===== src/hw/rtl/hkc_pkg.sv =====
// Shared types, key usage constants and QWERTY lookup tables for the key-to-code-point block.
package hkc_pkg;

	// Event type codes
	localparam logic [1:0] EVT_SYNC    = 2'd0;
	localparam logic [1:0] EVT_PRESS   = 2'd1;
	localparam logic [1:0] EVT_RELEASE = 2'd2;
	localparam logic [1:0] EVT_CANCEL  = 2'd3;

	// HID usages of the modifier keys (page 7)
	localparam logic [31:0] KEY_CAPS_LOCK   = 32'h0007_0039;
	localparam logic [31:0] KEY_LEFT_CTRL   = 32'h0007_00E0;
	localparam logic [31:0] KEY_LEFT_SHIFT  = 32'h0007_00E1;
	localparam logic [31:0] KEY_LEFT_ALT    = 32'h0007_00E2;
	localparam logic [31:0] KEY_RIGHT_CTRL  = 32'h0007_00E4;
	localparam logic [31:0] KEY_RIGHT_SHIFT = 32'h0007_00E5;
	localparam logic [31:0] KEY_RIGHT_ALT   = 32'h0007_00E6;

	localparam logic [15:0] KBD_PAGE = 16'h0007;
	localparam logic [15:0] ROM_SIZE = 16'd100;

	// Held modifier bit positions
	localparam int MOD_LSHIFT = 0;
	localparam int MOD_RSHIFT = 1;
	localparam int MOD_LCTRL  = 2;
	localparam int MOD_RCTRL  = 3;
	localparam int MOD_LALT   = 4;
	localparam int MOD_RALT   = 5;

	typedef struct packed {
		logic        kind_valid;
		logic [1:0]  kind;
		logic        has_key;
		logic [31:0] key_usage;
		logic        has_meaning;
		logic        meaning_is_codepoint;
		logic [20:0] meaning_codepoint;
	} evt_item_t;

	typedef struct packed {
		logic        accepted;
		logic [20:0] code_point;
		logic [6:0]  modifier_mask;
		logic        shift_active;
		logic [31:0] last_key_usage;
	} res_item_t;

	// Tracker state after the update, plus the verdict on the transaction
	typedef struct packed {
		logic        accepted;
		logic        caps;
		logic [5:0]  mods;
		logic [31:0] key;
		logic        cp_valid;
		logic [20:0] cp;
	} hkc_view_t;

	// Held-modifier bit for a usage, zero for any other key
	function automatic logic [5:0] mod_bit(input logic [31:0] usage);
		logic [5:0] b;
		b = '0;
		unique case (usage)
			KEY_LEFT_SHIFT:  b[MOD_LSHIFT] = 1'b1;
			KEY_RIGHT_SHIFT: b[MOD_RSHIFT] = 1'b1;
			KEY_LEFT_CTRL:   b[MOD_LCTRL]  = 1'b1;
			KEY_RIGHT_CTRL:  b[MOD_RCTRL]  = 1'b1;
			KEY_LEFT_ALT:    b[MOD_LALT]   = 1'b1;
			KEY_RIGHT_ALT:   b[MOD_RALT]   = 1'b1;
			default:         b = '0;
		endcase
		return b;
	endfunction

	// Unshifted column of the QWERTY table
	function automatic logic [7:0] rom_plain(input logic [6:0] id);
		logic [7:0] c;
		c = 8'h00;
		unique case (id) inside
			[7'd4:7'd29]:  c = 8'(8'h61 + {1'b0, id} - 8'd4);
			[7'd30:7'd38]: c = 8'(8'h31 + {1'b0, id} - 8'd30);
			7'd39:         c = 8'h30;
			7'd44:         c = 8'h20;
			7'd45:         c = 8'h2D;
			7'd46:         c = 8'h3D;
			7'd47:         c = 8'h5B;
			7'd48:         c = 8'h5D;
			7'd49:         c = 8'h5C;
			7'd51:         c = 8'h3B;
			7'd52:         c = 8'h27;
			7'd53:         c = 8'h60;
			7'd54:         c = 8'h2C;
			7'd55:         c = 8'h2E;
			7'd56:         c = 8'h2F;
			7'd84:         c = 8'h2F;
			7'd85:         c = 8'h2A;
			7'd86:         c = 8'h2D;
			7'd87:         c = 8'h2B;
			[7'd89:7'd97]: c = 8'(8'h31 + {1'b0, id} - 8'd89);
			7'd98:         c = 8'h30;
			7'd99:         c = 8'h2E;
			default:       c = 8'h00;
		endcase
		return c;
	endfunction

	// Shifted column; keypad keys hold zero here
	function automatic logic [7:0] rom_shift(input logic [6:0] id);
		logic [7:0] c;
		c = 8'h00;
		unique case (id) inside
			[7'd4:7'd29]: c = 8'(8'h41 + {1'b0, id} - 8'd4);
			7'd30:        c = 8'h21;
			7'd31:        c = 8'h40;
			7'd32:        c = 8'h23;
			7'd33:        c = 8'h24;
			7'd34:        c = 8'h25;
			7'd35:        c = 8'h5E;
			7'd36:        c = 8'h26;
			7'd37:        c = 8'h2A;
			7'd38:        c = 8'h28;
			7'd39:        c = 8'h29;
			7'd44:        c = 8'h20;
			7'd45:        c = 8'h5F;
			7'd46:        c = 8'h2B;
			7'd47:        c = 8'h7B;
			7'd48:        c = 8'h7D;
			7'd49:        c = 8'h7C;
			7'd51:        c = 8'h3A;
			7'd52:        c = 8'h22;
			7'd53:        c = 8'h7E;
			7'd54:        c = 8'h3C;
			7'd55:        c = 8'h3E;
			7'd56:        c = 8'h3F;
			default:      c = 8'h00;
		endcase
		return c;
	endfunction

endpackage


===== src/hw/rtl/hkc_tracker.sv =====
// Modifier, caps lock and last-event state, updated once per advancing transaction.
module hkc_tracker
	import hkc_pkg::*;
(
	input  logic      clk,
	input  logic      arst_n,
	input  logic      advance,
	input  evt_item_t evt,
	output hkc_view_t view
);

	logic        caps_q;
	logic [5:0]  mods_q;
	logic [31:0] key_q;
	logic        cp_valid_q;
	logic [20:0] cp_q;

	logic        acc;
	logic        caps_d;
	logic [5:0]  mods_d;
	logic [5:0]  bit_sel;
	logic        is_caps;

	// Work out the state that this transaction leaves behind
	always_comb begin
		acc     = evt.kind_valid && (evt.has_key || evt.has_meaning);
		bit_sel = mod_bit(evt.key_usage);
		is_caps = (evt.key_usage == KEY_CAPS_LOCK);
		caps_d  = caps_q;
		mods_d  = mods_q;
		if (acc && evt.has_key) begin
			unique case (evt.kind)
				EVT_SYNC: begin
					mods_d = mods_q | bit_sel;
					if (is_caps) caps_d = 1'b1;
				end
				EVT_PRESS: begin
					mods_d = mods_q | bit_sel;
					if (is_caps) caps_d = ~caps_q;
				end
				EVT_RELEASE: mods_d = mods_q & ~bit_sel;
				EVT_CANCEL:  mods_d = mods_q;
				default:     mods_d = mods_q;
			endcase
		end

		view.accepted = acc;
		view.caps     = caps_d;
		view.mods     = mods_d;
		if (acc) begin
			view.key      = evt.has_key ? evt.key_usage : '0;
			view.cp_valid = evt.has_meaning && evt.meaning_is_codepoint;
			view.cp       = (evt.has_meaning && evt.meaning_is_codepoint)
				? evt.meaning_codepoint : '0;
		end else begin
			view.key      = key_q;
			view.cp_valid = cp_valid_q;
			view.cp       = cp_q;
		end
	end

	// Commit the new state when the transaction moves on
	always_ff @(posedge clk or negedge arst_n) begin
		if (!arst_n) begin
			caps_q     <= 1'b0;
			mods_q     <= '0;
			key_q      <= '0;
			cp_valid_q <= 1'b0;
			cp_q       <= '0;
		end else if (advance) begin
			caps_q     <= view.caps;
			mods_q     <= view.mods;
			key_q      <= view.key;
			cp_valid_q <= view.cp_valid;
			cp_q       <= view.cp;
		end
	end

	// A rejected transaction leaves every flag and the stored event alone
	a_reject_holds: assert property (@(posedge clk) disable iff (!arst_n)
		advance && !acc |=> $stable(mods_q) && $stable(caps_q) && $stable(key_q)
			&& $stable(cp_q))
		else $error("rejected event changed state");

	// A meaning without a key must not touch the modifiers
	a_meaning_only: assert property (@(posedge clk) disable iff (!arst_n)
		advance && acc && !evt.has_key |=> $stable(mods_q) && $stable(caps_q))
		else $error("keyless event changed modifiers");

	// Releasing left shift clears its flag
	a_lshift_release: assert property (@(posedge clk) disable iff (!arst_n)
		advance && acc && evt.has_key && evt.kind == EVT_RELEASE
			&& evt.key_usage == KEY_LEFT_SHIFT |=> !mods_q[MOD_LSHIFT])
		else $error("left shift still held after release");

endmodule


===== src/hw/rtl/hkc_encode.sv =====
// Result formation: shift state, modifier mask and the QWERTY code point lookup.
module hkc_encode
	import hkc_pkg::*;
(
	input  hkc_view_t view,
	output res_item_t res
);

	logic       shift;
	logic [7:0] ch;
	logic       in_rom;

	always_comb begin
		shift  = (|view.mods[MOD_RSHIFT:MOD_LSHIFT]) || view.caps;
		in_rom = (view.key[31:16] == KBD_PAGE) && (view.key[15:0] < ROM_SIZE);
		ch     = shift ? rom_shift(view.key[6:0]) : rom_plain(view.key[6:0]);

		res.accepted       = view.accepted;
		res.modifier_mask  = {view.mods, view.caps};
		res.shift_active   = shift;
		res.last_key_usage = view.key;
		// Meaning wins; otherwise look the key up on the keyboard page
		if (view.cp_valid)
			res.code_point = view.cp;
		else if (in_rom)
			res.code_point = {13'd0, ch};
		else
			res.code_point = '0;
	end

endmodule


===== src/hw/rtl/hid_key_to_codepoint.sv =====
// A transaction accepted into the event register moves on through the result register to res.
// Throughput: one event per cycle; the event register advances whenever the
// result register is empty or being taken, so the only stall is a held result.
// Reset clears caps lock, the held modifiers and the stored event to zero and
// empties both the event and the result registers.
module hid_key_to_codepoint
	import hkc_pkg::*;
(
	input  logic      clk,
	input  logic      arst_n,
	input  logic      evt_valid,
	output logic      evt_ready,
	input  evt_item_t evt,
	output logic      res_valid,
	input  logic      res_ready,
	output res_item_t res
);

	logic      vld_s1;
	evt_item_t evt_s1;
	logic      res_valid_q;
	res_item_t res_q;
	logic      advance;
	hkc_view_t view;
	res_item_t res_d;

	// Move the held event on when the result register can take it
	assign advance   = vld_s1 && (!res_valid_q || res_ready);
	assign evt_ready = !vld_s1 || advance;

	// Event register
	always_ff @(posedge clk or negedge arst_n) begin
		if (!arst_n) begin
			vld_s1 <= 1'b0;
		end else if (evt_ready) begin
			vld_s1 <= evt_valid;
		end
	end

	always_ff @(posedge clk) begin
		if (evt_ready && evt_valid) begin
			evt_s1 <= evt;
		end
	end

	hkc_tracker u_tracker (
		.clk     (clk),
		.arst_n  (arst_n),
		.advance (advance),
		.evt     (evt_s1),
		.view    (view)
	);

	hkc_encode u_encode (
		.view (view),
		.res  (res_d)
	);

	// Result register
	always_ff @(posedge clk or negedge arst_n) begin
		if (!arst_n) begin
			res_valid_q <= 1'b0;
		end else if (advance) begin
			res_valid_q <= 1'b1;
		end else if (res_ready) begin
			res_valid_q <= 1'b0;
		end
	end

	always_ff @(posedge clk) begin
		if (advance) begin
			res_q <= res_d;
		end
	end

	assign res_valid = res_valid_q;
	assign res       = res_q;

	// A result only appears from an event that was held in the event register
	a_res_from_s1: assert property (@(posedge clk) disable iff (!arst_n)
		$rose(res_valid_q) |-> $past(vld_s1))
		else $error("result without a held event");

	// Hold a waiting result and its payload until it is taken
	a_res_hold: assert property (@(posedge clk) disable iff (!arst_n)
		res_valid_q && !res_ready |=> res_valid_q && $stable(res_q))
		else $error("waiting result dropped or changed");

	// An empty event register always takes a new transaction
	a_ready_when_empty: assert property (@(posedge clk) disable iff (!arst_n)
		!vld_s1 |-> evt_ready)
		else $error("input stalled with an empty event register");

endmodule


===== config.mk =====
export PLATFORM = sky130hd
export DESIGN_NAME = hid_key_to_codepoint
export DESIGN_NICKNAME = d
export VERILOG_FILES = /design/src/hw/rtl/hkc_pkg.sv /design/src/hw/rtl/hkc_tracker.sv /design/src/hw/rtl/hkc_encode.sv /design/src/hw/rtl/hid_key_to_codepoint.sv
export SDC_FILE = /design/constraint.sdc
export NUM_CORES = 1
export LEC_CHECK = 0
export ABC_AREA = 1
export BUFFER_PORTS_ARGS = -buffer_cell sky130_fd_sc_hd__buf_2
export CORE_ASPECT_RATIO = 1.4
export CORE_UTILIZATION = 30
export DETAILED_ROUTE_END_ITERATION = 12
export PLACE_DENSITY = 0.49
export SLEW_MARGIN = 20
export SYNTH_ARGS = -nofsm -noshare
export SYNTH_HDL_FRONTEND = slang
export SYNTH_HIERARCHICAL = 1
export SYNTH_SLANG_ARGS = --single-unit

===== constraint.sdc =====
create_clock -name clk -period 5.8 [get_ports clk]
set_input_delay 0.87 -clock clk [delete_from_list [all_inputs] [get_ports clk]]
set_output_delay 0.87 -clock clk [all_outputs]
set_load 0.005 [all_outputs]

### After elaboration in Yosys (flattened, before gate mapping)

Index checks and enable logic that the tools add are counted.

* bits of input ports: 63
* register bits: 184
* output and inout port bits: 64
* logic and storage cells: 121

* eq/ne operators: 39
* magnitude comparators: 7
* reductions and logical operators: 23
* add/sub/neg operators: 7
* multiplexer cells: 22
* bitwise operators: 4

Operator list (count)
* $eq 32x19->1 const B: 7
* $pmux 8 s23: 1
* $pmux 8 s18: 1
* $eq 7x6->1 const B: 20
* $mux 54: 1
* $eq 7x7->1 const B: 6
* $mux 21: 2
* $mux 32: 1
* $pmux 6 s3: 1
* $add 7x7->8 const A: 2
* $eq 16x3->1 const B: 1
* $lt 16x7->1 const B: 1
* $mux 8: 2
* $sub 8x3->8 const B: 2
* $eq 7x5->1 const B: 2
* $reduce_or 2->1: 6
* $mux 1: 11
* $logic_and 1x1->1: 9
* $add 6x7->8 const A: 1
* $sub 8x5->8 const B: 1
* $sub 8x7->8 const B: 1
* $ge 7x3->1 const B: 1
* $ge 7x5->1 const B: 1
* $ge 7x7->1 const B: 1
* other kinds (15): 20

### Depth between registers and ports, before layout

* depth in word-level cells: 11
* depth in mapped cells: 22
* gate-level depth less buffers: 21

### Cells and area by module

The synthesis kept the hierarchy.

By module, submodules not included
* hid_key_to_codepoint: area an instance 3728.6 µm², cells each 133, instances 1, sequential area each 3683.5 µm²
* hkc_tracker: area an instance 3595.9 µm², cells each 464, instances 1, sequential area each 1526.5 µm²
* hkc_encode: area an instance 1984.4 µm², cells each 417, instances 1, sequential area each 0.0 µm²

### Worst setup path before layout

Ideal clock, no wire load.

* path type: input to register
* from: in res_ready
* to: reg u_tracker.key_q[1]
* path slack: 0.612 ns
* arrival time: 5.105 ns
* data required time: 5.717 ns
* cell stages on the path: 7
* setup time: 0.083 ns
* buffers on the path: 3
* cells stage by stage: inv_2 -> a21oi_1 -> buf_2 -> buf_2 -> buf_1 -> nand2_1 -> o21ai_0

* cells in the longest elaborated chain, start to end: 2

Ends and longest elaborated chain
* start, declared: line hid_key_to_codepoint.sv:15 `input logic res_ready,`
* $logic_or 1x1->1: line hid_key_to_codepoint.sv:28 `assign advance = vld_s1 && (!res_valid_q || res_ready);`
* $logic_and 1x1->1: line hid_key_to_codepoint.sv:28
* named net advance: line hid_key_to_codepoint.sv:23 `logic advance;`
* end signal, assigned: line hkc_tracker.sv:73 `key_q <= view.key;`
* end, declared: line hkc_tracker.sv:14 `logic [31:0] key_q;`

The timed path passes the listed nets, and every way through them passes these cells.
A chain may end at the register's enable or synchronous reset.

==> impl_metrics.env <==
export IMPL_synthSimpleGateAreaFrac_pct=20.0
export IMPL_cts_buffer_depth=2
export IMPL_htree_num_levels=4
export IMPL_grt_pass1_wl_mm=38.1
export IMPL_synth_top_family_by_area="simple AND/OR/NAND/NOR gates"
export IMPL_place_inst=1456
export IMPL_path_cells="nand2_2 > nand2_4 > o22ai_2 > inv_1 > ha_1 > inv_1 > ha_1 > nand2_1 > nand2_1 > nand3_1 > nand2_1 > nor2_1 > nor2_1 > nand4_1 > nand3_1 > nand2_1"
export IMPL_yosysSeqAreaShare_pct=56.0
export IMPL_initial_core_util_pct=30.8
export IMPL_yosys_area_top_type_share_pct=39.0
export IMPL_synth_fa_ha_area_share_pct=1.21
export IMPL_setup_viol_count_final=0
export IMPL_post_synth_top_area_cell="edfxtp_1"
export IMPL_utilization_pct=35.1
export IMPL_setup_slack_ps=1610
export IMPL_synth_cell_type_count=36
export IMPL_num_vias=6771
export IMPL_final_cell_area_um2=10600
export IMPL_hp_class="register to register"
export IMPL_syn_area_um2=9310
export IMPL_max_slew_margin_rel_pct=30.7
export IMPL_drtAntennaViolNets=0
export IMPL_synth_main_ff_cell="edfxtp_1"
export IMPL_synth_edff_count=121
export IMPL_gp_congestion=0.906
export IMPL_portBuffers=126
export IMPL_muxShareOfSynthArea_pct=0
export IMPL_fmax_mhz=239
export IMPL_finClkSkew_ps=12.6
export IMPL_path_max_fanout=24
export IMPL_rsz0062_at_grt="no"
export IMPL_required_ps=6000
export IMPL_ir_drop_v=0.000216
export IMPL_drc=0
export IMPL_fin_nets=1162
export IMPL_die_x_um=151
export IMPL_place_hpwl_mm=17.3
export IMPL_cts_buffers=17
export IMPL_floorplan_core_area_um2=30200
export IMPL_status="complete, no violations"
export IMPL_die_h_um=210
export IMPL_grt_max_degree=132
export IMPL_synthCells=1014
export IMPL_pin_count=127
export IMPL_synth_seq_cells=184
export IMPL_dpl_cell_area_um2=10000
export IMPL_slowest_delay_ps=670
export IMPL_num_rows=75
export IMPL_antennaDiodeCount=0
export IMPL_insertion_delay_ps=450
export IMPL_drv_slew=0
export IMPL_grtUsageTotal_pct=16.2
export IMPL_ys_top_cells_by_area="edfxtp_1 39%, dfrtp_1 17%, nand2_1 9.8%"
export IMPL_wire_per_inst_um=16.3
export IMPL_cts_hold_buf=0
export IMPL_cts_tree="built"
export IMPL_clkSlewWorstSetupHoldPaths_ps=70
export IMPL_power_mw=3.41
export IMPL_clock_root_buffer="clkbuf_16"
export IMPL_cp_slowest_cell="nand2_2"
export IMPL_final_cells=1488
export IMPL_synth_compound_area_share_pct=10.5
export IMPL_critical_path_class="register to register"
export IMPL_cap_violations=0
export IMPL_ys_warn_count=6
export IMPL_timing_critical_path_from_type="register"
export IMPL_viasPerCell=4.55
export IMPL_wirelength_mm=24.3
export IMPL_setup_tns_ps=0
export IMPL_finalCritPeriodShare_pct=72.2
export IMPL_syn_to_final_growth_pct=13.8
export IMPL_grt_antenna_before_repair=0
export IMPL_synth_net_count=1086
export IMPL_end_kind="register"
export IMPL_fp_dieArea_um2=31700
export IMPL_final_hold_viol_count=0
export IMPL_async_reset_ff_share_pct=34.2
export IMPL_period_minus_slack_ps=4190
export IMPL_drtIter0Drc=513
export IMPL_post_cts_resize_count=0
export IMPL_p_leak_nw=4.82
export IMPL_synth_xor_area_share_pct=0.376
export IMPL_drive_above_1_share_pct=20.5
export IMPL_cts_sinks=184
export IMPL_hold_worst_slack_ps=492
export IMPL_crit_top_cell="nand2_1"
export IMPL_power_per_cell_area_nw_per_um2=322
export IMPL_min_path_cells=2
export IMPL_synth_avg_cell_area_um2=9.18
export IMPL_dr_pass1_iters=6
export IMPL_grt_pass1_vias=6844
export IMPL_grt_overflow=0
export IMPL_dp_slack_ps=1610
export IMPL_worst_pin_slew_ps=1040
export IMPL_reg2reg_depth=16
export IMPL_critPathArrivalTime_ps=4390
export IMPL_postCtsSetupBuffers=0
-- layout make-up --
class	count	area (µm²)
fillers	3169	19600
multi-input cells	591	3010
inverters	162	608
flip-flops and latches	184	5210
repair buffers	134	703
clock buffers	21	440
clock inverters	11	148
well taps	385	482
-- metal layers --
layer  track usage, %  up-vias  wire [µm]
met2             28.4      123      12700
met5                0        -          0
met3             2.34       30        611
met4             7.59        0        706
met1             19.3     3225      10200
li1                 -     3393          -
-- worst max-delay path, delay by kind of cell (launching register included) --
kind | cells | cell delay, ps
AOI/OAI and AO/OA | 1 | 540
adders and majority gates | 2 | 590
buffers and inverters | 2 | 450
DFF | 1 | 590
and+or+nand+nor | 11 | 1760
-- synth_stat cells, types with 3 or more instances --
| cell type | count |
|---|---|
| nand4_1 | 14 |
| nand2_2 | 3 |
| clkbuf_1 | 10 |
| dfrtp_1 | 63 |
| nor2_1 | 100 |
| o21ai_0 | 72 |
| ha_1 | 9 |
| buf_4 | 46 |
| a21oi_1 | 4 |
| o22ai_1 | 3 |
| o21ai_1 | 11 |
| xor2_1 | 3 |
| nor3_1 | 4 |
| nand3_1 | 68 |
| buf_6 | 3 |
| inv_1 | 154 |
| inv_2 | 8 |
| o22ai_2 | 39 |
| buf_1 | 5 |
| nand2_1 | 242 |
| edfxtp_1 | 121 |
| buf_2 | 13 |
| nor2_2 | 4 |
-- registers in the layout (all words and copies together), names as in the netlist --
name and flops:
res 62, evt_s1 59, u_tracker/key_q 32, u_tracker/cp_q 21
u_tracker/mods_q 6, res_valid 1, u_tracker/caps_q 1, u_tracker/cp_valid_q 1
vld_s1 1
-- cell families (layout without fill, tap and decap cells) --
family,Yosys count,in the layout
AND/OR/NAND/NOR,444,444
AO/OA/AOI/OAI,134,134
adder cells (fa/ha/maj),9,9
XOR/XNOR,4,4
buffers and inverters,239,328
flip-flops,184,184
-- placed cells by master (no fill, tap or decap), drive strengths merged --
master,synthesis,final
clkinvlp,0,1
a211oi,1,1
o21bai,1,1
nor4,1,1
nor2,106,106
clkinv,0,5
clkbuf,10,21
and3b,1,1
nand2,246,246
a21oi,4,4
nor3,5,5
a31o,1,1
o211ai,1,1
nand3b,1,1
xor2,3,3
o21a,1,1
nand4,14,14
dfrtp,63,63
o21ai,83,83
nand3,70,70
ha,9,9
buf,67,134
edfxtp,121,121
bufinv,0,3
o22ai,42,42
xnor2,1,1
inv,162,164
-- where the power goes --
part	switching (mW)	internal (mW)	leakage [nW]	total (mW)
combinational	0.419	0.198	2.52	0.617
clock	0.508	0.679	0.286	1.19
sequential	0.0469	1.56	2.02	1.60
total	0.974	2.43	4.82	3.41
-- final timing paths --
| path | from | end | slack (ps) |
|---|---|---|---|
| max in group asynchronous | arst_n | u_tracker/cp_q[14] | 4560 |
| max reg2reg | evt_s1[58] | res[43] | 1610 |
| min | u_tracker/mods_q[4] | u_tracker/mods_q[4] | 490 |
| max | evt_s1[58] | res[43] | 1610 |
| min reg2reg | u_tracker/mods_q[4] | u_tracker/mods_q[4] | 490 |
| min in group asynchronous | arst_n | u_tracker/key_q[9] | 610 |
(Power assumes the default switching activity.)
